--- config.mk ---
export PLATFORM = sky130hd
export DESIGN_NAME = fccl_entry_dec
export DESIGN_NICKNAME = d
export VERILOG_FILES = /design/src/fccl_pkg.sv /design/src/fccl_entry_dec.sv
export SDC_FILE = /design/constraint.sdc
export NUM_CORES = 1
export LEC_CHECK = 0
export ABC_CLOCK_PERIOD_IN_PS = 3250
export BUFFER_PORTS_ARGS = -buffer_cell sky130_fd_sc_hd__buf_2
export CAP_MARGIN = 10
export CORE_MARGIN = 2
export CORE_UTILIZATION = 33
export DETAILED_ROUTE_END_ITERATION = 10
export PLACE_DENSITY = 0.9
export SLEW_MARGIN = 15
export SYNTH_ARGS = -nofsm -noshare
export SYNTH_HDL_FRONTEND = slang
export SYNTH_SLANG_ARGS = --single-unit
export TNS_END_PERCENT = 10
--- constraint.sdc ---
create_clock -name vclk -period 3.25
set_input_delay 0.1625 -clock vclk [all_inputs]
set_output_delay 0.1625 -clock vclk [all_outputs]
set_load 0.02 [all_outputs]
--- src/fccl_pkg.sv ---
// Package for the FAT cluster chain lookup unit.
// Holds the stream widths, register indexes, command and table format codes,
// and the end-of-chain constants shared by the top level and the entry decoder.
package fccl_pkg;

  // Default window geometry
  localparam int unsigned WINDOW_SECTORS_DEF = 4;
  localparam int unsigned SECTOR_BYTES_DEF   = 512;

  // Stream payload widths, padded to whole bytes
  localparam int unsigned IN_TDATA_W  = 48;
  localparam int unsigned OUT_TDATA_W = 104;

  // Field widths
  localparam int unsigned CLUSTER_W = 28;
  localparam int unsigned OFFSET_W  = 11;
  localparam int unsigned FOFF_W    = 30;  // FAT byte offset of an entry

  // Command codes carried in the input tuser
  localparam logic CMD_WRITE  = 1'b0;
  localparam logic CMD_LOOKUP = 1'b1;

  // Table formats
  localparam logic [1:0] FAT_12 = 2'd0;
  localparam logic [1:0] FAT_16 = 2'd1;
  localparam logic [1:0] FAT_32 = 2'd2;

  // Configuration register indexes
  localparam logic [1:0] REG_FAT_TYPE    = 2'd0;
  localparam logic [1:0] REG_RSVD_SECT   = 2'd1;
  localparam logic [1:0] REG_SECT_PER_CL = 2'd2;
  localparam logic [1:0] REG_DATA_START  = 2'd3;

  // Entry masks and end-of-chain thresholds
  localparam logic [31:0] FAT12_MASK   = 32'h0000_0FFF;
  localparam logic [31:0] FAT12_EOC    = 32'h0000_0FF8;
  localparam logic [31:0] FAT12_EXT    = 32'hFFFF_F000;
  localparam logic [31:0] FAT16_EOC    = 32'h0000_FFF8;
  localparam logic [31:0] FAT16_EXT    = 32'hFFFF_0000;
  localparam logic [31:0] FAT32_MASK   = 32'h0FFF_FFFF;
  localparam logic [31:0] FAT32_EOC    = 32'h0FFF_FFF8;
  localparam logic [31:0] FAT32_EXT    = 32'hF000_0000;
  localparam logic [31:0] CHAIN_END    = 32'hFFFF_FFF8;

endpackage

--- src/fccl_entry_dec.sv ---
// Decoder for one raw FAT entry: picks the FAT12 nibble half, masks FAT32
// entries and extends end-of-chain values upward. Depends on fccl_pkg.
module fccl_entry_dec
  import fccl_pkg::*;
(
  input  logic [1:0]  fat_type_i,
  input  logic        cluster_odd_i,
  input  logic [31:0] raw_i,
  output logic [31:0] next_cluster_o,
  output logic        end_of_chain_o
);

  logic [31:0] next;

  always_comb begin
    next = 32'd0;
    case (fat_type_i)
      FAT_12: begin
        next = cluster_odd_i ? {20'd0, raw_i[15:4]} : (raw_i & FAT12_MASK);
        if (next >= FAT12_EOC) next = next | FAT12_EXT;
      end
      FAT_16: begin
        next = {16'd0, raw_i[15:0]};
        if (next >= FAT16_EOC) next = next | FAT16_EXT;
      end
      default: begin
        // unused format code behaves as FAT32
        next = raw_i & FAT32_MASK;
        if (next >= FAT32_EOC) next = next | FAT32_EXT;
      end
    endcase
  end

  assign next_cluster_o = next;
  assign end_of_chain_o = (next >= CHAIN_END);

endmodule

==> run summary <==
STATUS
-------------------------------------------------------------------------------------------
Outcome                                                                           completed

FINAL LAYOUT
-------------------------------------------------------------------------------------------
Number of antenna cells inserted                                                          0
Final standard cell area without fillers                                            732 um2
Non-filler cells, final                                                                 145
FF/Latch Area                                                                         0 um2
Leading cell types in the layout, fill and taps excluded                       sky130_fd_sc_hd__buf_2 (64), sky130_fd_sc_hd__nand2_1 (34), sky130_fd_sc_hd__mux2_2 (12)
Clkbuf count                                                                              0
Count of nets after finishing                                                           167
Commonest non-fill, non-tap cell in the layout                                 sky130_fd_sc_hd__buf_2
Sequential cell count of the final layout                                                 0
Share of cells above drive strength 1                                                 0.608
Number of fillers in the final layout                                                   128
Area growth from synthesis to layout                                                  63.9%

FLOORPLAN
-------------------------------------------------------------------------------------------
Area inside the core boundary                                                   0.00128 mm2
I/O pin count                                                                            68
Effective utilization at floorplan                                                    0.348
Die Width                                                                           40.8 um
Die outline height                                                                  40.8 um
Floorplan die area                                                              0.00166 mm2
Cell Rows                                                                                13

PLACED DESIGN
-------------------------------------------------------------------------------------------
Cell total after placement                                                              145
Area after DPL                                                                      732 um2
RD Place Congestion                                                                   0.658
HPWL after detailed placement                                                       1.35 mm
Port Buf Inserts                                                                         64

WORST SETUP PATH
-------------------------------------------------------------------------------------------
Master of the slowest instance on the critical path                            sky130_fd_sc_hd__nor2_1
CP Cell Sequence                                                               buf_2, or2_1, nor2_1, mux2_2, buf_2
Longest individual stage delay on the worst path                                     690 ps
Instance count on the critical path                                                       5
Class of the most critical setup path                                          input port to output port
Family of cells with the greatest summed delay on the critical path            simple AND/OR/NAND/NOR gates
Required @ worst endpoint                                                           3090 ps
Endpoint kind of the worst setup timing path                                    output port
Worst path buffer plus inverter count                                                     2
Kind of launch point of the worst setup path                                     input port
Crit Path Max Fanout                                                                     14
Library cell appearing most often on the critical path                         sky130_fd_sc_hd__buf_2
Worst Path Arrival                                                                  1930 ps

POWER AND IR DROP
-------------------------------------------------------------------------------------------
Max VDD drop                                                                      0.0896 mV
Leakage power of the design                                                     0.000478 uW
PwrDens                                                                          142 mW/mm2

GLOBAL ROUTE
-------------------------------------------------------------------------------------------
Via count of the first global-routing pass                                              590
GRT Util Overall                                                                      0.186
Grt ovf                                                                                   0
First-pass GRT wire length                                                          2.22 mm
Antenna violations before repair                                                          0
Pin count of the biggest net entering global routing                                     15

STA
-------------------------------------------------------------------------------------------
RSZ-0062 raised after global routing                                                  false
Endpoints failing hold                                                                    0
Actual transition at the worst max-transition pin                                    872 ps
Final critical-path share of the clock period                                         0.645
Final setup fails                                                                         0
Total Negative Setup Slacks                                                            0 ps
Slew Limit Headroom                                                                   0.417
Max Fclk                                                                            477 MHz
Final Critical Period                                                               2100 ps
Number of slew-limit violations in the final report                                       0

MIN PATH
-------------------------------------------------------------------------------------------
HP Class                                                                       input port to output port
Hold path cells                                                                           4

RUN
-------------------------------------------------------------------------------------------
Max-cap check violation count                                                             0

SYNTHESIS
-------------------------------------------------------------------------------------------
Sequential-to-total area share from yosys stat                                            0
Area of the mapped netlist                                                          447 um2
Gate Count Post-Synth                                                                    73
Number of warnings printed during yosys synthesis                                         0
Synth unique cells                                                                       18
Avg Synthesized Cell Area                                                          6.12 um2
Number of nets produced by synthesis                                                    108

CLOCKING
-------------------------------------------------------------------------------------------
Number of buffers inserted to repair setup after CTS                                      0
PostCTS Resize Cnt                                                                        0
Number of hold-repair buffers added at the cts stage                                      0

ROUTING
-------------------------------------------------------------------------------------------
Total wire length                                                                   1.55 mm
Vias post-DR                                                                            704
Number of design-rule violations left by the first detailed-router iteration              4
Count of TritonRoute iterations in the first routing pass                                 2
Drt drc                                                                                   0
ANT nets after route                                                                      0
Routed vias/inst                                                                       4.86
Detail-routed net length per standard cell                                          10.7 um

[per-layer routing]
| metal | global-route usage | vias up | part of all wire |
|---|---|---|---|
| li1 | - | 363 | - |
| met5 | 0 | - | 0 |
| met2 | 0.395 | 40 | 0.53 |
| met1 | 0.192 | 299 | 0.38 |
| met4 | 0.0333 | 0 | 0.0052 |
| met3 | 0.0109 | 2 | 0.082 |
[cells in the mapped netlist (all sizes together)]
cell | count | area [um2]
nand4 | 5 | 31.3
o41ai | 2 | 17.5
a21oi | 1 | 8.76
nand2 | 34 | 128
or4b | 1 | 10.0
nor4 | 1 | 6.26
and3 | 1 | 6.26
or3 | 1 | 11.3
mux2 | 12 | 135
buf | 6 | 50.0
nor2 | 4 | 15.0
inv | 1 | 3.75
or2 | 1 | 6.26
o21ai | 2 | 13.8
clkbuf | 1 | 3.75
[layout make-up]
type | count | area (um2) | area share
repair buffers | 64 | 320 | 0.438
well taps | 15 | 18.8 | 0.0256
inverters | 1 | 3.75 | 0.00513
multi-input cells | 65 | 389 | 0.532
[where the power goes]
group / internal, uW / switching, uW / total, uW
sequential: 0 / 0 / 0
clock: 0 / 0 / 0
combinational: 43.3 / 60.9 / 104
total: 43.3 / 60.9 / 104
[stage by stage]
stage | util | hold slack [ps] | power (uW) | setup WS (ps)
2_1_floorplan | - | 491 | 60.2 | 1300
3_3_place_gp | 0.570 | 653 | 102 | 1230
4_1_cts | 0.570 | 657 | 105 | 1150
6_report | 0.570 | 655 | 104 | 1150
3_5_place_dp | 0.570 | 656 | 104 | 1150
5_1_grt | 0.570 | 668 | 114 | 1030
[path summary, 6_finish.rpt]
check	startpoint	endpoint	slack, ps
hold / removal	raw_i[19]	next_cluster_o[19]	650
setup / recovery	fat_type_i[1]	next_cluster_o[7]	1150
[logic make-up after synthesis]
group           synth area share
simple gates               0.479
mux                        0.303
buf+inv                    0.129
compound gates            0.0896
Note: power is estimated with default switching activity, not from simulation.
